**config.mk**
```make
export PLATFORM = sky130hd
export DESIGN_NAME = bezout_coefficient_solver
export DESIGN_NICKNAME = d
export VERILOG_FILES = /design/src/design/bcs_pkg.sv /design/src/design/bezout_coefficient_solver.sv /design/src/design/bcs_datapath.sv /design/src/design/bcs_ctrl.sv
export SDC_FILE = /design/constraint.sdc
export NUM_CORES = 1
export LEC_CHECK = 0
export ABC_AREA = 1
export BUFFER_PORTS_ARGS = -buffer_cell sky130_fd_sc_hd__buf_4
export CAP_MARGIN = 10
export CORE_MARGIN = 2
export CORE_UTILIZATION = 55
export CTS_BUF_LIST = sky130_fd_sc_hd__clkbuf_2
export DETAILED_ROUTE_END_ITERATION = 16
export GPL_TIMING_DRIVEN = 0
export PLACE_DENSITY = 0.82
export SLEW_MARGIN = 20
export SYNTH_ARGS = -nofsm -noshare
export SYNTH_HDL_FRONTEND = slang
export SYNTH_HIERARCHICAL = 1
export SYNTH_SLANG_ARGS = --single-unit
```
**constraint.sdc**
```tcl
create_clock -name clk -period 4.1 [get_ports clk]
set_clock_uncertainty 0.1 [all_clocks]
set_input_delay 0.82 -clock clk [delete_from_list [all_inputs] [get_ports clk]]
set_output_delay 0.82 -clock clk [all_outputs]
set_load 0.02 [all_outputs]
```
**src/design/bcs_pkg.sv**
```systemverilog
// Shared types for the Bezout coefficient solver.
// Holds the controller state encoding and the command and status bundles.
// No dependencies.
package bcs_pkg;

    typedef enum logic [2:0] {
        S_IDLE,
        S_CHECK,
        S_DIV,
        S_EVAL,
        S_DONE
    } state_t;

    typedef struct packed {
        logic load;
        logic div_start;
        logic div_step;
        logic update;
    } cmd_t;

    typedef struct packed {
        logic zero_op;
        logic div_last;
        logic rem_zero;
    } status_t;

endpackage

```
**src/design/bezout_coefficient_solver.sv**
```systemverilog
// Top level of the Bezout coefficient solver (extended Euclidean algorithm).
// Joins bcs_ctrl and bcs_datapath; depends on bcs_pkg.
//
//   channel   handshake            payload
//   input     start & !busy        operand_a, operand_b
//   result    done (one cycle)     coeff_x, coeff_y, divisor, zero_error
//
// A transaction's run time is set by the number of remainder updates and by
// the bit-serial divider, one quotient bit per cycle with the coefficient
// products accumulated alongside; a zero operand skips the divider.
// busy stays high through done.
// Reset returns the controller to idle; the receiver cannot stall results.
module bezout_coefficient_solver
    import bcs_pkg::*;
#(
    parameter int WIDTH = 32
)
(
    input  logic                    clk,
    input  logic                    rst_n,
    input  logic                    start,
    output logic                    busy,
    input  logic [WIDTH-2:0]        operand_a,
    input  logic [WIDTH-2:0]        operand_b,
    output logic                    done,
    output logic signed [WIDTH-1:0] coeff_x,
    output logic signed [WIDTH-1:0] coeff_y,
    output logic [WIDTH-2:0]        divisor,
    output logic                    zero_error
);

    cmd_t    cmd;
    status_t status;

    bcs_ctrl #(
        .WIDTH (WIDTH)
    ) u_ctrl (
        .clk    (clk),
        .rst_n  (rst_n),
        .start  (start),
        .status (status),
        .cmd    (cmd),
        .busy   (busy),
        .done   (done)
    );

    bcs_datapath #(
        .WIDTH (WIDTH)
    ) u_datapath (
        .clk        (clk),
        .rst_n      (rst_n),
        .cmd        (cmd),
        .status     (status),
        .operand_a  (operand_a),
        .operand_b  (operand_b),
        .coeff_x    (coeff_x),
        .coeff_y    (coeff_y),
        .divisor    (divisor),
        .zero_error (zero_error)
    );

endmodule

```
**src/design/bcs_datapath.sv**
```systemverilog
// Datapath of the Bezout coefficient solver: remainder and coefficient registers,
// bit-serial restoring divider with fused shift-add quotient multiplication.
// Depends on bcs_pkg.
module bcs_datapath
    import bcs_pkg::*;
#(
    parameter int WIDTH = 32
)
(
    input  logic                    clk,
    input  logic                    rst_n,
    input  cmd_t                    cmd,
    output status_t                 status,
    input  logic [WIDTH-2:0]        operand_a,
    input  logic [WIDTH-2:0]        operand_b,
    output logic signed [WIDTH-1:0] coeff_x,
    output logic signed [WIDTH-1:0] coeff_y,
    output logic [WIDTH-2:0]        divisor,
    output logic                    zero_error
);

    localparam int DIV_STEPS = WIDTH - 1;
    localparam int CNT_W     = $clog2(DIV_STEPS);

    logic [WIDTH-2:0] r_prev_reg, r_cur_reg, div_rem_reg, div_dvd_reg;
    logic [WIDTH-1:0] xs_prev_reg, xl_prev_reg, xs_cur_reg, xl_cur_reg;
    logic [WIDTH-1:0] acc_s_reg, acc_l_reg;
    logic [CNT_W-1:0] cnt_reg;
    logic             swapped_reg, zero_reg;

    logic [WIDTH-1:0] part, diff;
    logic             qbit, swap, zero_in;

    assign zero_in = (operand_a == '0) || (operand_b == '0);
    assign swap    = operand_a > operand_b;
    assign part    = {div_rem_reg, div_dvd_reg[WIDTH-2]};
    assign diff    = part - {1'b0, r_cur_reg};
    assign qbit    = part >= {1'b0, r_cur_reg};

    always_ff @(posedge clk or negedge rst_n)
    begin
        if (!rst_n)
        begin
            cnt_reg <= '0;
        end
        else if (cmd.div_start)
        begin
            cnt_reg <= '0;
        end
        else if (cmd.div_step)
        begin
            cnt_reg <= cnt_reg + 1'b1;
        end
    end

    always_ff @(posedge clk)
    begin
        if (cmd.load)
        begin
            zero_reg    <= zero_in;
            swapped_reg <= swap;
            if (zero_in)
            begin
                r_prev_reg <= '0;
                r_cur_reg  <= '0;
                xs_cur_reg <= '0;
                xl_cur_reg <= '0;
            end
            else
            begin
                r_prev_reg <= swap ? operand_a : operand_b;
                r_cur_reg  <= swap ? operand_b : operand_a;
                xs_cur_reg <= WIDTH'(1);
                xl_cur_reg <= '0;
            end
            xs_prev_reg <= '0;
            xl_prev_reg <= WIDTH'(1);
        end
        else if (cmd.update)
        begin
            r_prev_reg  <= r_cur_reg;
            r_cur_reg   <= div_rem_reg;
            xs_prev_reg <= xs_cur_reg;
            xl_prev_reg <= xl_cur_reg;
            xs_cur_reg  <= xs_prev_reg - acc_s_reg;
            xl_cur_reg  <= xl_prev_reg - acc_l_reg;
        end

        if (cmd.div_start)
        begin
            div_rem_reg <= '0;
            div_dvd_reg <= r_prev_reg;
            acc_s_reg   <= '0;
            acc_l_reg   <= '0;
        end
        else if (cmd.div_step)
        begin
            div_rem_reg <= qbit ? diff[WIDTH-2:0] : part[WIDTH-2:0];
            div_dvd_reg <= {div_dvd_reg[WIDTH-3:0], 1'b0};
            acc_s_reg   <= {acc_s_reg[WIDTH-2:0], 1'b0} + (qbit ? xs_cur_reg : '0);
            acc_l_reg   <= {acc_l_reg[WIDTH-2:0], 1'b0} + (qbit ? xl_cur_reg : '0);
        end
    end

    assign status.zero_op  = zero_reg;
    assign status.div_last = cnt_reg == CNT_W'(DIV_STEPS - 1);
    assign status.rem_zero = div_rem_reg == '0;

    assign coeff_x    = swapped_reg ? xl_cur_reg : xs_cur_reg;
    assign coeff_y    = swapped_reg ? xs_cur_reg : xl_cur_reg;
    assign divisor    = r_cur_reg;
    assign zero_error = zero_reg;

endmodule

```
**src/design/bcs_ctrl.sv**
```systemverilog
// Controller of the Bezout coefficient solver: sequences load, divide and update.
// Counts Euclid steps against the iteration bound. Depends on bcs_pkg.
module bcs_ctrl
    import bcs_pkg::*;
#(
    parameter int WIDTH = 32
)
(
    input  logic    clk,
    input  logic    rst_n,
    input  logic    start,
    input  status_t status,
    output cmd_t    cmd,
    output logic    busy,
    output logic    done
);

    localparam int MAX_STEPS = 2 * WIDTH + 8;
    localparam int STEP_W    = $clog2(MAX_STEPS + 1);

    state_t            state_reg, state_next;
    logic [STEP_W-1:0] step_reg, step_next;

    always_ff @(posedge clk or negedge rst_n)
    begin
        if (!rst_n)
        begin
            state_reg <= S_IDLE;
            step_reg  <= '0;
        end
        else
        begin
            state_reg <= state_next;
            step_reg  <= step_next;
        end
    end

    always_comb
    begin
        state_next = state_reg;
        case (state_reg)
            S_IDLE:
            begin
                if (start)
                begin
                    state_next = S_CHECK;
                end
            end
            S_CHECK:
            begin
                if (status.zero_op || step_reg == STEP_W'(MAX_STEPS))
                begin
                    state_next = S_DONE;
                end
                else
                begin
                    state_next = S_DIV;
                end
            end
            S_DIV:
            begin
                if (status.div_last)
                begin
                    state_next = S_EVAL;
                end
            end
            S_EVAL:
            begin
                state_next = status.rem_zero ? S_DONE : S_CHECK;
            end
            S_DONE:
            begin
                state_next = S_IDLE;
            end
            default:
            begin
                state_next = S_IDLE;
            end
        endcase
    end

    always_comb
    begin
        cmd       = '0;
        busy      = 1'b1;
        done      = 1'b0;
        step_next = step_reg;
        case (state_reg)
            S_IDLE:
            begin
                busy      = 1'b0;
                cmd.load  = start;
                step_next = '0;
            end
            S_CHECK:
            begin
                cmd.div_start = 1'b1;
            end
            S_DIV:
            begin
                cmd.div_step = 1'b1;
            end
            S_EVAL:
            begin
                if (!status.rem_zero)
                begin
                    cmd.update = 1'b1;
                    step_next  = step_reg + 1'b1;
                end
            end
            S_DONE:
            begin
                done = 1'b1;
            end
            default:
            begin
                busy = 1'b1;
            end
        endcase
    end

endmodule
```
==> results.sh, run 1 <==
export IMPL_timing_worst_setup_path_type="register to primary output"
export IMPL_drtPass1Iterations=6
export IMPL_hold_viol=0
export IMPL_ys_warn_count=6
export IMPL_drv_cap=0
export IMPL_cts_sinks=333
export IMPL_rows=77
export IMPL_route_detailed_drc=0
export IMPL_p_switching_mw=14.0
export IMPL_status="complete, no violations"
export IMPL_drt_iter0_drc=3250
export IMPL_synth_top_area_share_pct=15.6
export IMPL_final_setup_tns_ns=0
export IMPL_period_minus_slack_ns=4.03
export IMPL_p_comb_share_pct=66.8
export IMPL_fin_cells=4614
export IMPL_dieArea_sq_um=46200
export IMPL_slew_headroom_pct=24.4
export IMPL_p_total_mw=25.5
export IMPL_ys_seq_area_share_pct=32.8
export IMPL_ir_drop_uv=561
export IMPL_post_route_cells_drive_above_1_share_pct=12.4
export IMPL_synth_compound_area_share_pct=17.2
export IMPL_cts_root_buf="clkbuf_2"
export IMPL_r2r_cells=27
export IMPL_start_kind="register"
export IMPL_grt_pass1_wl_mm=134
export IMPL_insertion_delay_ns=1.11
export IMPL_ys_types=55
export IMPL_pre_cts_ws_ns=-0.613
export IMPL_clockBufferDepth=3
export IMPL_ios=163
export IMPL_yosysTopAreaCell="dfxtp_1"
export IMPL_synth_nets=3891
export IMPL_slew_viol_final=0
export IMPL_vias_per_cell=5.77
export IMPL_fin_util_pct=63.8
export IMPL_core_sq_um=44000
export IMPL_place_gp_congestion=1.02
export IMPL_avgSynthCellArea_sq_um=6.73
export IMPL_wl_per_cell_um=19.0
export IMPL_p_sw_share_pct=55.0
export IMPL_p_leak_nw=13.7
export IMPL_synthTopCellsByArea="dfxtp_1, edfxtp_1, nand2_1"
export IMPL_setup_ws_ns=0.0714
export IMPL_setup_viol=0
export IMPL_p_seq_share_pct=23.2
export IMPL_end_kind="primary output"
export IMPL_worstPathMaxFanout=10
export IMPL_grt_max_degree=83
export IMPL_fin_crit_sh_pct=98.3
export IMPL_die_w_um=215
export IMPL_route_vias_total=26600
export IMPL_routed_wl_mm=87.8
export IMPL_hpwl_mm=68.9
export IMPL_arrival_ns=3.11
export IMPL_grt_pass1_vias=24600
export IMPL_synth_top_family_by_area="simple AND/OR/NAND/NOR gates"
export IMPL_cts_tree="built"
export IMPL_track_usage_pct=36.9
export IMPL_hold_depth=5
export IMPL_numCtsBuffers=92
export IMPL_synthAdderAreaFrac_pct=10.0
export IMPL_htree_num_levels=3
export IMPL_cp_required_ns=3.18
export IMPL_syn_area_sq_um=24400
export IMPL_antenna_found_initial=4
export IMPL_synth_xor_area_share_pct=1.36
export IMPL_drtAntennaViolNets=0
export IMPL_rsz0062_at_grt="yes"
export IMPL_synthArstFlopShare_pct=4.50
export IMPL_cellPowerDensity_nw_per_um2=907
export IMPL_start_util_pct=55.5
export IMPL_dp_cells=4388
export IMPL_synthesis_instances=3633
export IMPL_synth_seq_cells=333
export IMPL_p_int_mw=11.5
export IMPL_path_clk_slew_ns=0.10
export IMPL_clockPowerShare_pct=10.0
export IMPL_nets=4201
export IMPL_max_freq_ghz=0.248
export IMPL_io_buffers=162
export IMPL_area_delta_synth_final_pct=14.9
export IMPL_r2r_slack_ns=0.11
export IMPL_synth_simple_gate_area_share_pct=29.2
export IMPL_synthMuxAreaShare_pct=0
export IMPL_synthFlopType="dfxtp_1"
export IMPL_fp_dieH_um=215
export IMPL_overflow=0
export IMPL_synth_edf_count=127
export IMPL_min_path_type="input pin to register"
export IMPL_tightestPinTransition_ns=1.13
## layout by cell type, fill, tap and decap left out, types with 76 or more instances in the layout
master and instances:
nand3_1 280, ha_1 174, nand2_1 964, edfxtp_1 127, clkbuf_1 76, a21oi_1 284
nor2_1 293, clkbuf_2 138, buf_4 212, dfxtp_1 190, inv_1 465, o21ai_0 351
## logic make-up after synthesis
family,Yosys count
adders and majority gates,193
xor gates and xnor gates,38
AOI/OAI and AO/OA,774
buffers and inverters,583
and+or+nand+nor,1712
DFF,333
## Yosys cell counts, types with 38 or more instances
cell and n:
a21oi_1 294, clkbuf_1 78, dfxtp_1 191, edfxtp_1 127, ha_1 188, inv_1 468, nand2_1 977, nand3_1 285
nand4_1 47, nor2_1 304, nor3_1 38, o21ai_0 360
## power by group through the flow
stage | sequential, mW | clock, mW | combinational [mW]
3_3_place_gp | 6.04 | 0 | 15.7
6_report | 5.91 | 2.56 | 17.0
4_1_cts | 5.90 | 2.61 | 16.0
2_1_floorplan | 5.97 | 0 | 10.6
3_5_place_dp | 6.00 | 0 | 15.8
5_1_grt | 6.01 | 2.77 | 18.4
## critical path: stages (launching register included)
cell	delay (ns)
edfxtp_1	0.43
clkbuf_1	0.39
clkbuf_1	0.57
nand2_1	0.10
o21ai_0	0.31
buf_4	0.27
## per-layer routing
| layer | global-route usage (%) | vias up | part of all wire, % |
|---|---|---|---|
| li1 | - | 12800 | - |
| met1 | 49.9 | 12200 | 42 |
| met2 | 57.6 | 1377 | 43 |
| met3 | 6.96 | 271 | 10 |
| met4 | 16.4 | 2 | 4.4 |
| met5 | 0 | - | 0.015 |
## area by class of cell
| class | instances | area, sq um |
|---|---|---|
| multi-input cells | 2717 | 14500 |
| clock inverters | 33 | 195 |
| flip-flops and latches | 333 | 8010 |
| diodes | 3 | 7.51 |
| clock buffers | 137 | 686 |
| well taps | 592 | 741 |
| fillers | 4254 | 15900 |
| repair buffers | 216 | 1660 |
| plain buffers | 109 | 542 |
| inverters | 474 | 1800 |
## timing repair
action / CTS / global route
gates resized for setup: 35 / 66
hold buffers: 6 / 0
buffers inserted: 17 / 30
hold endpoints to repair: 18 / 0
pin swaps: 6 / 16
setup endpoints to repair: 53 / 47
## final timing paths
path | start | to
setup / recovery | u_datapath/swapped_reg | coeff_y[0]
hold / removal | operand_a[25] | u_datapath/r_prev_reg[25]
setup reg to reg | u_datapath/div_dvd_reg[30] | u_datapath/acc_l_reg[20]
hold reg to reg | u_datapath/div_dvd_reg[22] | u_datapath/div_dvd_reg[23]
max in group asynchronous | rst_n | u_ctrl/step_reg[1]
min in group asynchronous | rst_n | u_datapath/cnt_reg[1]
## through the flow
| step | cell area (sq um) | hold slack, ns |
|---|---|---|
| 2_1_floorplan | 24400 | 0.335 |
| 3_3_place_gp | 26400 | 0.345 |
| 3_5_place_dp | 26400 | 0.352 |
| 4_1_cts | 27600 | 0.00285 |
| 5_1_grt | 28100 | 0.0963 |
| 6_report | 28100 | 0.0900 |
(Power assumes the default switching activity.)
==> run 2, diff against run 1 <==
- CORE_MARGIN: 2 -> not set
==> results.sh, run 2 (synthesis gave the netlist of run 1 again) <==
export IMPL_pre_cts_ws_ns=-0.557
export IMPL_antenna_found_initial=6
export IMPL_fin_cells=4587
export IMPL_setup_viol=0
export IMPL_place_gp_congestion=1.01
export IMPL_dp_cells=4381
export IMPL_p_seq_share_pct=23.7
export IMPL_die_w_um=213
export IMPL_grt_pass1_wl_mm=132
export IMPL_p_comb_share_pct=66.8
export IMPL_start_util_pct=56.3
export IMPL_cp_required_ns=4.88
export IMPL_drtPass1Iterations=6
export IMPL_clockBufferDepth=3
export IMPL_dieArea_sq_um=45300
export IMPL_p_total_mw=25.0
export IMPL_multiInputGateArea_sq_um=14600
export IMPL_min_path_type="input pin to register"
export IMPL_setup_ws_ns=0.114
export IMPL_fp_dieH_um=213
export IMPL_cts_sinks=333
export IMPL_ios=163
export IMPL_core_sq_um=43500
export IMPL_route_detailed_drc=0
export IMPL_p_int_mw=11.3
export IMPL_p_switching_mw=13.7
export IMPL_drtAntennaViolNets=0
export IMPL_slew_viol_final=0
export IMPL_fill_cells=4108
export IMPL_end_kind="register"
export IMPL_area_delta_synth_final_pct=14.8
export IMPL_max_freq_ghz=0.251
export IMPL_insertion_delay_ns=1.11
export IMPL_p_sw_share_pct=54.9
export IMPL_ir_drop_uv=572
export IMPL_track_usage_pct=38.0
export IMPL_final_common_cell="nand2_1"
export IMPL_seqCellArea_sq_um=8020
export IMPL_timing_worst_setup_path_type="register to register"
export IMPL_slew_headroom_pct=21.6
export IMPL_hold_viol=0
export IMPL_period_minus_slack_ns=3.99
export IMPL_r2r_slack_ns=0.11
export IMPL_wl_per_cell_um=19.0
export IMPL_overflow=0
export IMPL_critical_path_slowest_cell="edfxtp_1"
export IMPL_numCtsBuffers=89
export IMPL_p_leak_nw=13.6
export IMPL_nets=4187
export IMPL_routed_wl_mm=87.1
export IMPL_crit_buf_inv=4
export IMPL_start_kind="register"
export IMPL_post_route_cells_drive_above_1_share_pct=12.2
export IMPL_cellPowerDensity_nw_per_um2=892
export IMPL_fin_crit_sh_pct=97.2
export IMPL_final_setup_tns_ns=0
export IMPL_clockPowerShare_pct=9.4
export IMPL_htree_num_levels=3
export IMPL_rows=76
export IMPL_tightestPinTransition_ns=1.18
export IMPL_io_buffers=162
export IMPL_cp_common_cell="nand2_2"
export IMPL_route_vias_total=26500
export IMPL_slowest_delay_ns=0.46
export IMPL_worstPathMaxFanout=10
export IMPL_drv_cap=0
export IMPL_hold_slack_ns=0.0684
export IMPL_grt_pass1_vias=24400
export IMPL_drt_iter0_drc=3312
export IMPL_grt_max_degree=75
export IMPL_vias_per_cell=5.78
export IMPL_crit_family="simple AND/OR/NAND/NOR gates"
export IMPL_path_clk_slew_ns=0.12
export IMPL_status="complete, no violations"
export IMPL_final_cell_mix="nand2_1, inv_1, o21ai_0, nor2_1, nand3_1"
export IMPL_arrival_ns=4.76
export IMPL_cts_root_buf="clkbuf_2"
export IMPL_hpwl_mm=67.9
export IMPL_cts_tree="built"
[run 2: changes by cell type in the layout (fill, tap and decap cells not counted), sizes merged]
cell         change
dlygate4sd3      -2
buf              -9
clkinvlp         -2
diode            +2
bufinv           -1
clkinv           +6
clkbuf          -14
[run 2: area by class of cell]
cell class	instances	share of cell area, %
plain buffers	109	1.94
clock buffers	123	2.19
diodes	5	0.0446
repair buffers	205	5.59
inverters	474	6.40
multi-input cells	2717	52.0
well taps	585	2.61
clock inverters	36	0.615
flip-flops and latches	333	28.6
[run 2: worst paths after layout]
check	from	endpoint	cells after the start
max	u_datapath/divisor[0]	u_datapath/acc_s_reg[27]	26
min	operand_b[16]	u_datapath/r_prev_reg[16]	5
max reg2reg	u_datapath/divisor[0]	u_datapath/acc_s_reg[27]	26
min reg2reg	u_datapath/xs_prev_reg[18]	u_datapath/xs_prev_reg[18]	2
max in group asynchronous	rst_n	u_datapath/cnt_reg[0]	3
min in group asynchronous	rst_n	u_ctrl/step_reg[6]	3
[run 2: what timing repair did]
| action | CTS | global route |
|---|---|---|
| gates resized for setup | 38 | 97 |
| buffers inserted | 12 | 26 |
| pin swaps | 13 | 23 |
| setup endpoints to repair | 48 | 55 |
| hold endpoints to repair | 17 | 0 |
| hold buffers | 4 | 0 |
[run 2: tightest hold or removal path: stages]
cell     delay (ns)
buf_4          0.07
inv_1          0.06
nand2_1        0.07
nand3_1        0.07
nand2_1        0.05
[run 2: power groups by stage]
stage                     registers [mW]  logic, mW  clock network (mW)
after floorplan                     5.97       10.6                   0
after detailed placement            6.00       15.5                   0
after global placement              6.05       15.4                   0
after CTS                           5.92       15.7                2.40
after global routing                6.03       18.0                2.59
final                               5.94       16.7                2.36
[run 2: metrics by stage]
step           cell area, sq um  util [%]
6_report                  28100      64.6
5_1_grt                   28100      64.6
4_1_cts                   27500      63.2
3_5_place_dp              26400      60.8
3_3_place_gp              26400      60.7
2_1_floorplan             24400         -
[run 2: per-layer routing]
metal / GRT usage [%] / up-vias / share of wire, %
li1: - / 12700 / -
met2: 59.3 / 1386 / 44
met1: 49.8 / 12100 / 41
met5: 0 / - / 0.014
met4: 17.1 / 2 / 4.7
met3: 9.02 / 266 / 11
